## config.mk

```make
export PLATFORM = sky130hd
export DESIGN_NAME = ctq_ram
export DESIGN_NICKNAME = d
export VERILOG_FILES = /design/src/hw/rtl/connection_timeout_queue_assert.svh /design/src/hw/rtl/ctq_ram.sv
export SDC_FILE = /design/constraint.sdc
export NUM_CORES = 2
export LEC_CHECK = 0
export ABC_AREA = 1
export ABC_CLOCK_PERIOD_IN_PS = 15270
export BUFFER_PORTS_ARGS = -buffer_cell sky130_fd_sc_hd__buf_2
export CORE_MARGIN = 1
export CORE_UTILIZATION = 25
export DETAILED_ROUTE_END_ITERATION = 7
export PLACE_DENSITY = 0.5
export SLEW_MARGIN = 25
export SYNTH_ARGS = -nofsm -noshare
export SYNTH_HDL_FRONTEND = slang
export SYNTH_SLANG_ARGS = --single-unit
```

## constraint.sdc

```tcl
create_clock -name clk -period 15.27 [get_ports clk]
set_input_delay 0.7635 -clock clk [delete_from_list [all_inputs] [get_ports clk]]
set_output_delay 0.7635 -clock clk [all_outputs]
set_load 0.01 [all_outputs]
```

## src/hw/rtl/connection_timeout_queue_assert.svh

```systemverilog
// assertion macros for the timeout queue
`ifndef CONNECTION_TIMEOUT_QUEUE_ASSERT_SVH
`define CONNECTION_TIMEOUT_QUEUE_ASSERT_SVH

// same-cycle implication
`define CTQ_ASSERT_NOW(label, ante, cons, msg) \
  label: assert property (@(posedge clk) disable iff (!rst_n) (ante) |-> (cons)) \
    else $error(msg);

// next-cycle implication
`define CTQ_ASSERT_NEXT(label, ante, cons, msg) \
  label: assert property (@(posedge clk) disable iff (!rst_n) (ante) |=> (cons)) \
    else $error(msg);

`endif

```

## src/hw/rtl/ctq_ram.sv

```systemverilog
`default_nettype none
module ctq_ram #(
  parameter int WIDTH = 48,
  parameter int DEPTH = 64
) (
  input  wire logic                     clk,
  input  wire logic                     we,
  input  wire logic [$clog2(DEPTH)-1:0] wa,
  input  wire logic [WIDTH-1:0]         wd,
  input  wire logic [$clog2(DEPTH)-1:0] ra,
  output      logic [WIDTH-1:0]         rd
);

  logic [WIDTH-1:0] mem_r [DEPTH];

  always_ff @(posedge clk) begin
    if (we) begin
      mem_r[wa] <= wd;
    end
    rd <= mem_r[ra];
  end

endmodule
`default_nettype wire

```

==> results.toml <==
[grt]
grt_max_degree = 207
grt_pass1_vias = 75490
grtUsageTotal_pct = 16.52
met1_usage_pct = 23.10
grt_use_met2_pct = 26.15
grt_antenna_before_repair = 59
grt_overflow = 0
grt_busiest_layer = "met2"
grt_pass1_wl_um = 597200
gr-usage-met3_pct = 2.916

[pwr]
power.total_uw = 18490
vdd_drop_max_v = 0.00008237
p_per_area_nw_per_um2 = 129.6
power_leakage_uw = 0.04864

[floorplan]
die_w_um = 707.2
die_height_um = 707.2
core_um2 = 494500
start_util_pct = 25.14
core.rowCount = 258
dieArea_um2 = 500100
io_pins = 110

[clock_network]
postCtsResizedCells = 0
cts_tree = "yes"
cts_hold_buffers = 0
postCtsSetupRepairBufs = 0
cts.clk_slew.worst_paths_ps = 60
clk_latency_ps = 940
cts_htree_levels = 5
numCtsBuffers = 340
cts-root-buf = "clkbuf_16"
clk_path_buf_depth = 4
cts_num_sinks = 3120

[placed_design]
dp_hpwl_um = 215800
placedCellCount = 16400
portBuffers = 109
routabilityCongestion = 0.7598
pre_cts_slack_ps = 9421

[critical_path]
critPathArrivalTime_ps = 5820
required_ps = 16140
path_delay_family = "buffers and inverters"
path_max_fanout = 72
worstReg2RegStart = "mem_r[48][16]"
rrSetupSlack_ps = 13600
r2r-end = "rd[16]"
cp_slowest_cell = "buf_4"
critPathKind = "input pin to flip-flop"
worst-path-buf-inv = 7
rr_worst_depth = 8
critPathCapture = "rd[7]"
cp_common_cell = "buf_4"
end_kind = "flip-flop"
critPathLaunch = "ra[0]"
critPathLaunchType = "input pin"
critPathMaxStageDelay_ps = 710
path_cells = "buf_12 -> buf_4 -> buf_4 -> buf_4 -> buf_4 -> buf_4 -> buf_4 -> nand2_1 -> nand3_1 -> nand3_1 -> nand3_1 -> nand3_1 -> nand2_1 -> nand2_1 -> nand2_1"
cp.depth = 15

[routing]
wl_per_cell_um = 25.15
vias = 81290
routed_wl_um = 428300
viasPerCell = 4.773
drtIter0Drc = 9530
drc_errors = 0
dr.pass1.iters = 6
drtAntennaViolNets = 0

[run]
cap_violations = 0

[timing]
fin_ws_ps = 10330
finalMaxSlewViolations = 0
max_freq_ghz = 0.2022
worst_slew_pin_slew_ps = 1241
whs_ps = 260.6
setup_violations = 0
rsz0062_at_grt = "false"
period_minus_slack_ps = 4945
finalHoldViolations = 0
slew_headroom_pct = 17.24
fin_crit_sh_pct = 32.38
finClkSkew_ps = 33.22
fin_tns_setup_ps = 0

[synthesis]
syn-cell-area_um2 = 124300
yosysSeqAreaShare_pct = 74.97
syn_avg_cell_area_um2 = 12.30
ys_seq_elements = 3120
ys.warnings.count = 0
syn_inst = 10110
syn_nets = 10170
synth.distinct_cells = 18

[run_status]
status = "complete, no violations"

[final_layout]
final_nets = 10180
syn2layout_area_growth_pct = 14.74
drive_gt1_share_pct = 8.234
final-instance-count-excl-fill = 17030

[min_path]
hp-class = "input pin to flip-flop"
[metal layers]
layer	part of all wire, %	routed length [um]
met2	46	196000
met4	3.1	13370
met1	44	186600
met3	7.5	32200
met5	0.027	115
[how the worst min path moves through the flow]
stage,startpoint,endpoint,depth (start not counted)
after floorplan,mem_r[52][0],rd[0],8
after global placement,mem_r[42][8],rd[8],8
after detailed placement,mem_r[42][8],rd[8],8
after CTS,ra[5],rd[0],3
after global routing,wd[6],mem_r[46][6],1
final,wd[6],mem_r[38][6],1
[state kept, by name (all words and copies together), names as in the netlist]
register / flops
mem_r: 3072
rd: 48
[cells in the mapped netlist, drive strengths merged]
library cell | number | area [um2]
buf | 559 | 3369
edfxtp | 3072 | 92250
nand3 | 2857 | 14300
nand2 | 3372 | 12660
inv | 10 | 40.04
clkinv | 2 | 7.510
dfxtp | 48 | 960.9
nand4 | 9 | 56.30
clkbuf | 115 | 431.7
nor2 | 56 | 210.2
nor4 | 8 | 50.05
[cell usage in the layout (no fill, tap or decap)]
cell	Yosys	routed
nor2_4	0	56
nor4_2	0	8
nand2_1	3372	3372
inv_6	0	11
buf_16	0	9
edfxtp_1	3072	3072
clkbuf_16	0	343
buf_12	1	17
nand4_1	9	9
clkbuf_1	115	76
diode_2	0	29
buf_4	58	232
inv_1	8	6
bufinv_16	0	16
inv_8	0	5
buf_2	367	72
clkinv_16	0	4
clkinv_2	0	46
clkinvlp_4	0	6
dfxtp_1	48	48
clkinv_1	2	78
clkbuf_8	0	8
buf_8	6	3
nand3_1	2857	2857
buf_6	68	3
inv_4	1	1
clkinv_4	0	2
inv_16	0	6
clkinv_8	0	6
[cells by family (layout without fill, tap and decap cells)]
kind of cell,Yosys count,after routing,share of synthesized area [%]
buffers and inverters,686,950,3.096
flip-flops,3120,3120,74.97
other,0,29,0
AND/OR/NAND/NOR,6302,6302,21.94
[report_power, final]
part	switching, uW	total (uW)	internal [uW]
combinational	804	1050	245
sequential	47.7	9530	9480
clock	3470	7910	4440
[metrics by stage]
stage | utilization (%) | cell area, um2
detailed placement | 26.68 | 131900
finish | 28.85 | 142700
global route | 28.84 | 142600
CTS | 28.79 | 142400
global placement | 26.63 | 131700
floorplan | - | 124300
[final cells by class]
| cell class | count | area (um2) |
|---|---|---|
| fillers | 50440 | 351900 |
| flip-flops and latches | 3120 | 93210 |
| multi-input cells | 6302 | 27740 |
| clock buffers | 426 | 8965 |
| well taps | 6630 | 8295 |
| repair buffers | 337 | 2783 |
| clock inverters | 175 | 1491 |
| inverters | 12 | 93.84 |
| diodes | 29 | 72.57 |
Power figures use the tool's default switching activity.
