$ cat src/hw/rtl/connection_timeout_queue_assert.svh
// assertion macros for the timeout queue
`ifndef CONNECTION_TIMEOUT_QUEUE_ASSERT_SVH
`define CONNECTION_TIMEOUT_QUEUE_ASSERT_SVH

// same-cycle implication
`define CTQ_ASSERT_NOW(label, ante, cons, msg) \
  label: assert property (@(posedge clk) disable iff (!rst_n) (ante) |-> (cons)) \
    else $error(msg);

// next-cycle implication
`define CTQ_ASSERT_NEXT(label, ante, cons, msg) \
  label: assert property (@(posedge clk) disable iff (!rst_n) (ante) |=> (cons)) \
    else $error(msg);

`endif

$ cat src/hw/rtl/ctq_pkg.sv
`default_nettype none
package ctq_pkg;

  localparam int DL_W   = 48;
  localparam int HD_W   = 6;
  localparam int TMO_W  = 32;
  localparam int WAIT_W = 31;

  localparam logic [1:0] ACT_ADD   = 2'd0;
  localparam logic [1:0] ACT_DEL   = 2'd1;
  localparam logic [1:0] ACT_QUERY = 2'd2;
  localparam logic [1:0] ACT_EXP   = 2'd3;

  localparam logic [1:0] CELL_HOLD  = 2'd0;
  localparam logic [1:0] CELL_INS   = 2'd1;
  localparam logic [1:0] CELL_REM   = 2'd2;
  localparam logic [1:0] CELL_SHIFT = 2'd3;

  typedef struct packed {
    logic            vld;
    logic [DL_W-1:0] dl;
    logic [HD_W-1:0] hd;
  } ent_t;

  typedef struct packed {
    logic [1:0] op;
    ent_t       nkey;
    ent_t       tkey;
  } cell_ctl_t;

  // order by deadline, lower handle first on ties
  function automatic logic key_lt(input ent_t a, input ent_t b);
    return {a.dl, a.hd} < {b.dl, b.hd};
  endfunction

endpackage
`default_nettype wire

$ cat src/hw/rtl/ctq_cell.sv
`default_nettype none
module ctq_cell (
  input  wire logic               clk,
  input  wire logic               rst_n,
  input  wire ctq_pkg::cell_ctl_t ctl_i,
  input  wire ctq_pkg::ent_t      left_i,
  input  wire logic               left_gt_i,
  input  wire ctq_pkg::ent_t      right_i,
  output      ctq_pkg::ent_t      ent_o,
  output      logic               gt_o
);
  import ctq_pkg::*;

  logic            vld_r;
  logic [DL_W-1:0] dl_r;
  logic [HD_W-1:0] hd_r;
  ent_t            cur;
  ent_t            ent_nxt;
  logic            ge;

  assign cur   = '{vld: vld_r, dl: dl_r, hd: hd_r};
  assign ent_o = cur;
  // new key goes before this entry
  assign gt_o  = !cur.vld || key_lt(ctl_i.nkey, cur);
  // this entry is at or past the removed one
  assign ge    = cur.vld && !key_lt(cur, ctl_i.tkey);

  always_comb begin
    ent_nxt = cur;
    case (ctl_i.op)
      CELL_INS: begin
        if (left_gt_i) begin
          ent_nxt = left_i;
        end else if (gt_o) begin
          ent_nxt = ctl_i.nkey;
        end
      end
      CELL_REM: begin
        if (ge) begin
          ent_nxt = right_i;
        end
      end
      CELL_SHIFT: begin
        ent_nxt = right_i;
      end
      default: begin
        ent_nxt = cur;
      end
    endcase
  end

  always_ff @(posedge clk) begin
    if (!rst_n) begin
      vld_r <= 1'b0;
    end else begin
      vld_r <= ent_nxt.vld;
    end
  end

  always_ff @(posedge clk) begin
    dl_r <= ent_nxt.dl;
    hd_r <= ent_nxt.hd;
  end

endmodule
`default_nettype wire

$ cat config.mk
export PLATFORM = sky130hd
export DESIGN_NAME = ctq_cell
export DESIGN_NICKNAME = d
export VERILOG_FILES = /design/src/hw/rtl/connection_timeout_queue_assert.svh /design/src/hw/rtl/ctq_pkg.sv /design/src/hw/rtl/ctq_cell.sv
export SDC_FILE = /design/constraint.sdc
export NUM_CORES = 1
export LEC_CHECK = 0
export ABC_AREA = 1
export BUFFER_PORTS_ARGS = -buffer_cell sky130_fd_sc_hd__buf_4
export CAP_MARGIN = 20
export CORE_MARGIN = 10
export CORE_UTILIZATION = 43
export CTS_BUF_LIST = sky130_fd_sc_hd__clkbuf_8 sky130_fd_sc_hd__clkbuf_16
export CTS_CLUSTER_DIAMETER = 30
export DETAILED_ROUTE_END_ITERATION = 10
export PLACE_DENSITY_LB_ADDON = 0.3
export SKIP_CTS_REPAIR_TIMING = 1
export SLEW_MARGIN = 10
export SYNTH_ARGS = -nofsm -noshare
export SYNTH_HDL_FRONTEND = slang
export SYNTH_SLANG_ARGS = --single-unit
$ cat constraint.sdc
create_clock -name clk -period 3.04 [get_ports clk]
set_input_delay 0.76 -clock clk [delete_from_list [all_inputs] [get_ports clk]]
set_output_delay 0.76 -clock clk [all_outputs]
set_load 0.02 [all_outputs]
==> flow_results.xml, run 1 <==
<?xml version="1.0" encoding="UTF-8"?>
<metrics>
  <group name="setup_path">
    <metric name="dominant_delay_contributor_by_cell_family_on_the_critical_path" unit="">simple AND/OR/NAND/NOR gates</metric>
    <metric name="path_buf_inv" unit="">2</metric>
    <metric name="critical_path.endpoint_type" unit="">primary output</metric>
    <metric name="critical_path.startpoint_type" unit="">primary input</metric>
    <metric name="cp.arrival" unit="ns">2.13</metric>
    <metric name="critical_path.reg2reg.startpoint" unit="">dl_r[15]</metric>
    <metric name="cp_max_stage_cell" unit="">sky130_fd_sc_hd__ha_1</metric>
    <metric name="criticalPathCategory" unit="">primary input to primary output</metric>
    <metric name="crit_required" unit="ns">2.28</metric>
    <metric name="crit_path_cell_trace" unit="">buf_4 -&gt; ha_1 -&gt; nand2_1 -&gt; nor2_1 -&gt; nand4_1 -&gt; nor3_1 -&gt; nand2_1 -&gt; nand2_2 -&gt; nand2_1 -&gt; buf_4</metric>
    <metric name="worstPathMaxFanout" unit="">2</metric>
    <metric name="path_common_cell" unit="">sky130_fd_sc_hd__nand2_1</metric>
    <metric name="critical_path.max_stage_delay" unit="ns">0.29</metric>
    <metric name="crit_start" unit="">ctl_i[84]</metric>
  </group>
  <group name="logic_synthesis">
    <metric name="yosysWarningCount" unit="">0</metric>
    <metric name="synth_top_family_by_area" unit="">adder cells</metric>
    <metric name="synth_simple_gate_area_share" unit="%">20.9</metric>
    <metric name="yosys.area_share.adder" unit="%">23.4</metric>
    <metric name="cell_types_with_the_largest_area_share_after_synthesis" unit="">sky130_fd_sc_hd__edfxtp_1 (29%), sky130_fd_sc_hd__ha_1 (23%), sky130_fd_sc_hd__a21oi_1 (13%)</metric>
    <metric name="muxShareOfSynthArea" unit="%">0</metric>
    <metric name="synth_compound_gate_area_share" unit="%">15.4</metric>
    <metric name="yosys.area.top_type" unit="">sky130_fd_sc_hd__edfxtp_1</metric>
    <metric name="syn-num-nets" unit="">1126</metric>
    <metric name="synthCells" unit="">795</metric>
    <metric name="yosysUniqueCellTypes" unit="">23</metric>
    <metric name="synth-xor-area-share" unit="%">0</metric>
    <metric name="avgSynthCellArea" unit="um^2">7.13</metric>
    <metric name="yosys.area.top_type_share" unit="%">28.6</metric>
    <metric name="synth_sequential_area_ratio" unit="%">29.0</metric>
    <metric name="synthesis.area" unit="mm^2">0.00567</metric>
    <metric name="register_bit_total_from_synthesis" unit="">55</metric>
  </group>
  <group name="placement">
    <metric name="gp_congestion" unit="">0.839</metric>
    <metric name="dp_hpwl" unit="um">16600</metric>
    <metric name="portBuffers" unit="">279</metric>
  </group>
  <group name="finish">
    <metric name="multi_input_area" unit="mm^2">0.00339</metric>
    <metric name="syn2layout_area_growth" unit="%">43.2</metric>
    <metric name="antenna-diode-count" unit="">0</metric>
    <metric name="nets" unit="">1395</metric>
    <metric name="fin_util" unit="%">63.5</metric>
    <metric name="nFillCells" unit="">1190</metric>
    <metric name="drive_above_1_share" unit="%">29.0</metric>
    <metric name="final_common_cell" unit="">sky130_fd_sc_hd__buf_4</metric>
    <metric name="most_frequent_cells_in_the_layout" unit="">sky130_fd_sc_hd__buf_4 (283), sky130_fd_sc_hd__nand2_1 (185), sky130_fd_sc_hd__a21oi_1 (151), sky130_fd_sc_hd__inv_1 (141), sky130_fd_sc_hd__ha_1 (106)</metric>
    <metric name="final-seq-area" unit="mm^2">0.00164</metric>
  </group>
  <group name="timing">
    <metric name="report.final.slew_viol_count" unit="">0</metric>
    <metric name="clock-skew-final" unit="ns">0.00649</metric>
    <metric name="setup_viol" unit="">0</metric>
    <metric name="layout_min_cycle_time" unit="ns">2.89</metric>
    <metric name="max-slew-margin-rel" unit="%">55.3</metric>
    <metric name="fin_tns_setup" unit="ns">0</metric>
    <metric name="fmax" unit="GHz">0.346</metric>
    <metric name="tightestPinTransition" unit="ns">0.669</metric>
    <metric name="unrepaired_setup_endpoints_after_global_routing" unit="">no</metric>
    <metric name="min_period_over_period" unit="%">95.2</metric>
    <metric name="hold_viol_final" unit="">0</metric>
  </group>
  <group name="floorplan">
    <metric name="rows" unit="">41</metric>
    <metric name="die_width" unit="um">135</metric>
    <metric name="top_level_ports" unit="">281</metric>
    <metric name="die_area" unit="mm^2">0.0182</metric>
    <metric name="die_h" unit="um">135</metric>
    <metric name="initial_utilization" unit="%">44.4</metric>
    <metric name="core_region_area" unit="mm^2">0.0128</metric>
  </group>
  <group name="clock_tree">
    <metric name="cts.htree.levels" unit="">2</metric>
    <metric name="worst_skew_pair.late_latency" unit="ns">0.30</metric>
    <metric name="numCtsBuffers" unit="">5</metric>
    <metric name="tritoncts_num_sinks" unit="">55</metric>
    <metric name="tritoncts_clock_tree" unit="">built</metric>
    <metric name="cts.clk_slew.worst_paths" unit="ns">0.07</metric>
    <metric name="cts.root.buffer_cell" unit="">sky130_fd_sc_hd__clkbuf_16</metric>
    <metric name="clockBufferDepth" unit="">2</metric>
  </group>
  <group name="global_routing">
    <metric name="global_route_usage_over_all_layers" unit="%">21.3</metric>
    <metric name="grt_pass1_vias" unit="">6244</metric>
    <metric name="antenna_found_initial" unit="">0</metric>
    <metric name="grt_first_pass_wirelength" unit="um">31200</metric>
    <metric name="grt_start_max_net_pins" unit="">45</metric>
    <metric name="grt_overflow_total" unit="">0</metric>
  </group>
  <group name="routing">
    <metric name="ant_nets" unit="">0</metric>
    <metric name="drtIter0Drc" unit="">305</metric>
    <metric name="drcViolationCount" unit="">0</metric>
    <metric name="dr_vias" unit="">6141</metric>
    <metric name="drt-pass1-iter-count" unit="">5</metric>
    <metric name="route.detailed.wl_per_inst" unit="um">16.2</metric>
    <metric name="detail_route.vias_per_cell" unit="">4.96</metric>
    <metric name="finalWirelength" unit="um">20100</metric>
  </group>
  <group name="flow_run">
    <metric name="drv.max_cap_violation_count" unit="">0</metric>
  </group>
  <group name="pwr">
    <metric name="power.leakage" unit="nW">4.48</metric>
    <metric name="irDropWorstVdd" unit="uV">265</metric>
    <metric name="power.density" unit="mW/mm^2">321</metric>
  </group>
  <group name="hold_path">
    <metric name="worstHoldStart" unit="">vld_r</metric>
    <metric name="hp-class" unit="">flip-flop to flip-flop</metric>
  </group>
  <group name="run_status">
    <metric name="run_status" unit="">finished clean</metric>
  </group>
</metrics>
routing by layer:
layer,wire [um],GRT usage (%),vias to the layer above
li1,-,-,3130
met1,7880,24.2,2765
met2,9910,37.9,228
met3,2000,6.57,18
met4,271,4.72,0
met5,0,0,-
final timing paths:
| kind | end | slack [ns] | cells past startpoint |
|---|---|---|---|
| worst max-delay path | gt_o | 0.15 | 10 |
| worst max register to register | dl_r[20] | 0.66 | 14 |
| worst min register to register | vld_r | 0.64 | 4 |
| worst min-delay path | vld_r | 0.64 | 4 |
final cells by class:
class / instances / share of cell area [%]
Clock buffer: 5 / 1.54
Clock inverter: 3 / 0.139
Inverter: 145 / 6.75
Multi-Input combinational cell: 571 / 41.8
Sequential cell: 55 / 20.2
Tap cell: 172 / 2.65
Timing Repair Buffer: 286 / 26.9
report_power, final:
part / internal [W] / switching, W / leakage [nW]
clock network: 0.000299 / 0.000289 / 0.0701
registers: 0.000918 / 0.0000572 / 0.533
logic: 0.000500 / 0.000540 / 3.87
total: 0.00172 / 0.000887 / 4.48
kinds of logic (layout without fill, tap and decap cells):
family,after synthesis,in the layout
AO/OA/AOI/OAI,169,169
adder cells (fa/ha/maj),106,106
buffers and inverters,169,439
flip-flops,55,55
AND/OR/NAND/NOR,296,296
worst min-delay path: cells and delay by family, from the launching register on:
family        cells  cell delay [ns]
flops             1             0.36
simple gates      3             0.22
buf+inv           1             0.03
through the flow:
stage / total power, W / instances / hold slack, ns / cell area, um^2 / setup slack [ns]
floorplan: 0.00154 / 795 / 0.590 / 5670 / 0.0543
global placement: 0.00201 / 1229 / 0.631 / 7970 / 0.0808
detailed placement: 0.00203 / 1229 / 0.638 / 7970 / 0.0863
CTS: 0.00262 / 1237 / 0.650 / 8110 / 0.0863
global route: 0.00279 / 1237 / 0.685 / 8120 / 0.00837
finish: 0.00260 / 1237 / 0.643 / 8120 / 0.147
registers in the layout, indices dropped and copies added (netlist names):
register	cells
dl_r	48
vld_r	1
hd_r	6
synth_stat cells, drive strengths merged:
cell and number:
nand4 9, a21o 3, nor2 85, a21oi 151, dfxtp 1, ha 106
o21bai 1, o21ai 8, clkbuf 9, o21a 6, nand3 11, buf 15
nor3 4, edfxtp 54, nand2 187, inv 145
Power figures use the tool's default switching activity.
==> run 2, diff against run 1 <==
--- a/config.mk
+++ b/config.mk
@@ -15,2 +15,3 @@
 export DETAILED_ROUTE_END_ITERATION = 10
+export GPL_TIMING_DRIVEN = 0
 export PLACE_DENSITY_LB_ADDON = 0.3
--- a/constraint.sdc
+++ b/constraint.sdc
@@ -3,2 +3,2 @@
 set_output_delay 0.76 -clock clk [all_outputs]
-set_load 0.02 [all_outputs]
+set_load 0.005 [all_outputs]
==> flow_results.xml, run 2 (synthesis gave the netlist of run 1 again) <==
<?xml version="1.0" encoding="UTF-8"?>
<metrics>
  <group name="run_status">
    <metric name="run_status" unit="">finished clean</metric>
  </group>
  <group name="routing">
    <metric name="ant_nets" unit="">0</metric>
    <metric name="drtIter0Drc" unit="">299</metric>
    <metric name="drcViolationCount" unit="">0</metric>
    <metric name="detail_route.vias_per_cell" unit="">4.92</metric>
    <metric name="drt-pass1-iter-count" unit="">5</metric>
    <metric name="finalWirelength" unit="um">20000</metric>
    <metric name="dr_vias" unit="">6188</metric>
    <metric name="route.detailed.wl_per_inst" unit="um">15.9</metric>
  </group>
  <group name="pwr">
    <metric name="power_frac_comb" unit="%">38.1</metric>
    <metric name="irDropWorstVdd" unit="uV">198</metric>
    <metric name="power.net_switching" unit="W">0.000805</metric>
    <metric name="power.share.clock" unit="%">23.1</metric>
    <metric name="power.sequential.fraction" unit="%">38.8</metric>
    <metric name="net_switching_fraction_of_the_power" unit="%">32.0</metric>
    <metric name="cell_internal_pwr" unit="W">0.00171</metric>
    <metric name="power.density" unit="mW/mm^2">309</metric>
    <metric name="power.leakage" unit="nW">4.50</metric>
  </group>
  <group name="timing">
    <metric name="hold_viol_final" unit="">0</metric>
    <metric name="whs" unit="ns">0.656</metric>
    <metric name="layout_min_cycle_time" unit="ns">2.93</metric>
    <metric name="setup_viol" unit="">0</metric>
    <metric name="fin_tns_setup" unit="ns">0</metric>
    <metric name="report.final.slew_viol_count" unit="">0</metric>
    <metric name="clock-skew-final" unit="ns">0.00795</metric>
    <metric name="max-slew-margin-rel" unit="%">63.4</metric>
    <metric name="min_period_over_period" unit="%">96.4</metric>
    <metric name="unrepaired_setup_endpoints_after_global_routing" unit="">no</metric>
    <metric name="fmax" unit="GHz">0.341</metric>
    <metric name="tightestPinTransition" unit="ns">0.549</metric>
  </group>
  <group name="finish">
    <metric name="syn2layout_area_growth" unit="%">44.0</metric>
    <metric name="nets" unit="">1416</metric>
    <metric name="largest_register" unit="">dl_r</metric>
    <metric name="antenna-diode-count" unit="">0</metric>
    <metric name="multi_input_area" unit="mm^2">0.00338</metric>
    <metric name="reg.largest.list" unit="">dl_r (48), hd_r (6), vld_r (1)</metric>
    <metric name="drive_above_1_share" unit="%">28.4</metric>
    <metric name="largest_reg_flops" unit="">48</metric>
    <metric name="most_frequent_cells_in_the_layout" unit="">sky130_fd_sc_hd__buf_4 (282), sky130_fd_sc_hd__nand2_1 (185), sky130_fd_sc_hd__a21oi_1 (151), sky130_fd_sc_hd__inv_1 (144), sky130_fd_sc_hd__ha_1 (106)</metric>
    <metric name="nFillCells" unit="">1161</metric>
    <metric name="final_common_cell" unit="">sky130_fd_sc_hd__buf_4</metric>
    <metric name="final-seq-area" unit="mm^2">0.00164</metric>
  </group>
  <group name="placement">
    <metric name="dp_hpwl" unit="um">16800</metric>
    <metric name="gp_congestion" unit="">0.819</metric>
    <metric name="portBuffers" unit="">279</metric>
  </group>
  <group name="setup_path">
    <metric name="critical_path.endpoint_type" unit="">primary output</metric>
    <metric name="criticalPathCategory" unit="">primary input to primary output</metric>
    <metric name="critical_path.startpoint_type" unit="">primary input</metric>
    <metric name="crit_required" unit="ns">2.28</metric>
    <metric name="flop2flop_setup_slack" unit="ns">0.42</metric>
    <metric name="worstPathMaxFanout" unit="">2</metric>
    <metric name="cp.arrival" unit="ns">2.17</metric>
  </group>
  <group name="floorplan">
    <metric name="initial_utilization" unit="%">44.4</metric>
    <metric name="die_h" unit="um">135</metric>
    <metric name="die_area" unit="mm^2">0.0182</metric>
    <metric name="top_level_ports" unit="">281</metric>
    <metric name="die_width" unit="um">135</metric>
    <metric name="rows" unit="">41</metric>
    <metric name="core_region_area" unit="mm^2">0.0128</metric>
  </group>
  <group name="clock_tree">
    <metric name="numCtsBuffers" unit="">5</metric>
    <metric name="cts.clk_slew.worst_paths" unit="ns">0.07</metric>
    <metric name="cts.htree.levels" unit="">2</metric>
    <metric name="worst_skew_pair.late_latency" unit="ns">0.30</metric>
    <metric name="tritoncts_num_sinks" unit="">55</metric>
    <metric name="clockBufferDepth" unit="">2</metric>
    <metric name="tritoncts_clock_tree" unit="">built</metric>
    <metric name="cts.root.buffer_cell" unit="">sky130_fd_sc_hd__clkbuf_16</metric>
  </group>
  <group name="global_routing">
    <metric name="grt_overflow_total" unit="">0</metric>
    <metric name="grt_pass1_vias" unit="">6270</metric>
    <metric name="grt.met1_usage" unit="%">23.1</metric>
    <metric name="groute.layer.met3.usage" unit="%">6.31</metric>
    <metric name="grt_first_pass_wirelength" unit="um">30700</metric>
    <metric name="grt_busiest_layer" unit="">met2</metric>
    <metric name="gr_met2_demand_resource" unit="%">38.3</metric>
    <metric name="global_route_usage_over_all_layers" unit="%">20.9</metric>
    <metric name="antenna_found_initial" unit="">0</metric>
    <metric name="grt_start_max_net_pins" unit="">30</metric>
  </group>
  <group name="flow_run">
    <metric name="drv.max_cap_violation_count" unit="">0</metric>
  </group>
  <group name="hold_path">
    <metric name="hp-class" unit="">flip-flop to flip-flop</metric>
  </group>
</metrics>
[run 2: cell types whose count changed in the layout (fill, tap and decap cells not counted), sizes merged]
cell | before | now
buf | 286 | 297
clkbuf | 5 | 14
clkinv | 2 | 0
clkinvlp | 1 | 2
inv | 145 | 147
[run 2: worst paths after layout]
path / depth (start not counted) / startpoint / to
setup / recovery: 12 / ctl_i[68] / gt_o
hold / removal: 4 / vld_r / vld_r
setup reg to reg: 13 / dl_r[7] / dl_r[22]
hold reg to reg: 4 / vld_r / vld_r
[run 2: through the flow]
| stage | worst slack (ns) | power (W) | cell area (um^2) | utilization (%) | std cells |
|---|---|---|---|---|---|
| 6_report | 0.111 | 0.00252 | 8160 | 63.9 | 1258 |
| 5_1_grt | 0.000312 | 0.00271 | 8160 | 63.9 | 1258 |
| 4_1_cts | -0.170 | 0.00254 | 8140 | 63.7 | 1255 |
| 3_5_place_dp | -0.501 | 0.00195 | 8000 | 62.6 | 1247 |
| 3_3_place_gp | -0.910 | 0.00193 | 7980 | 62.5 | 1246 |
| 2_1_floorplan | 0.0543 | 0.00146 | 5670 | - | 795 |
[run 2: power groups by stage]
stage / combinational, W / clock [W] / sequential (W)
after global routing: 0.00110 / 0.000623 / 0.000986
after CTS: 0.000966 / 0.000599 / 0.000977
after detailed placement: 0.000960 / 0 / 0.000994
final: 0.000960 / 0.000581 / 0.000976
after floorplan: 0.000479 / 0 / 0.000985
after global placement: 0.000933 / 0 / 0.000994
[run 2: cell type report]
type / count / area share (%)
buffer: 24 / 1.23
timing repair inverter: 1 / 0.0920
sequential: 55 / 20.1
inverter: 145 / 6.72
tap: 172 / 2.64
multi-input combinational: 571 / 41.4
timing repair buffer: 282 / 26.1
clock inverter: 3 / 0.138
clock buffer: 5 / 1.53
[run 2: worst max-delay path, stage by stage]
cell and delay, ns:
sky130_fd_sc_hd__buf_4 0.11, sky130_fd_sc_hd__ha_1 0.28, sky130_fd_sc_hd__nand2_1 0.08, sky130_fd_sc_hd__nor2_1 0.15
sky130_fd_sc_hd__nand4_1 0.15, sky130_fd_sc_hd__nor2_1 0.12, sky130_fd_sc_hd__nand2_1 0.07, sky130_fd_sc_hd__nand3_1 0.12
sky130_fd_sc_hd__nand2_1 0.07, sky130_fd_sc_hd__nand2_2 0.08, sky130_fd_sc_hd__nand2_1 0.05, sky130_fd_sc_hd__buf_4 0.14
[run 2: layer usage]
metal,up-vias,routed length (um),part of all wire (%)
met4,0,293,1.5
li1,3176,-,-
met2,212,10100,50
met3,20,1810,9.0
met5,-,0,0
met1,2780,7870,39
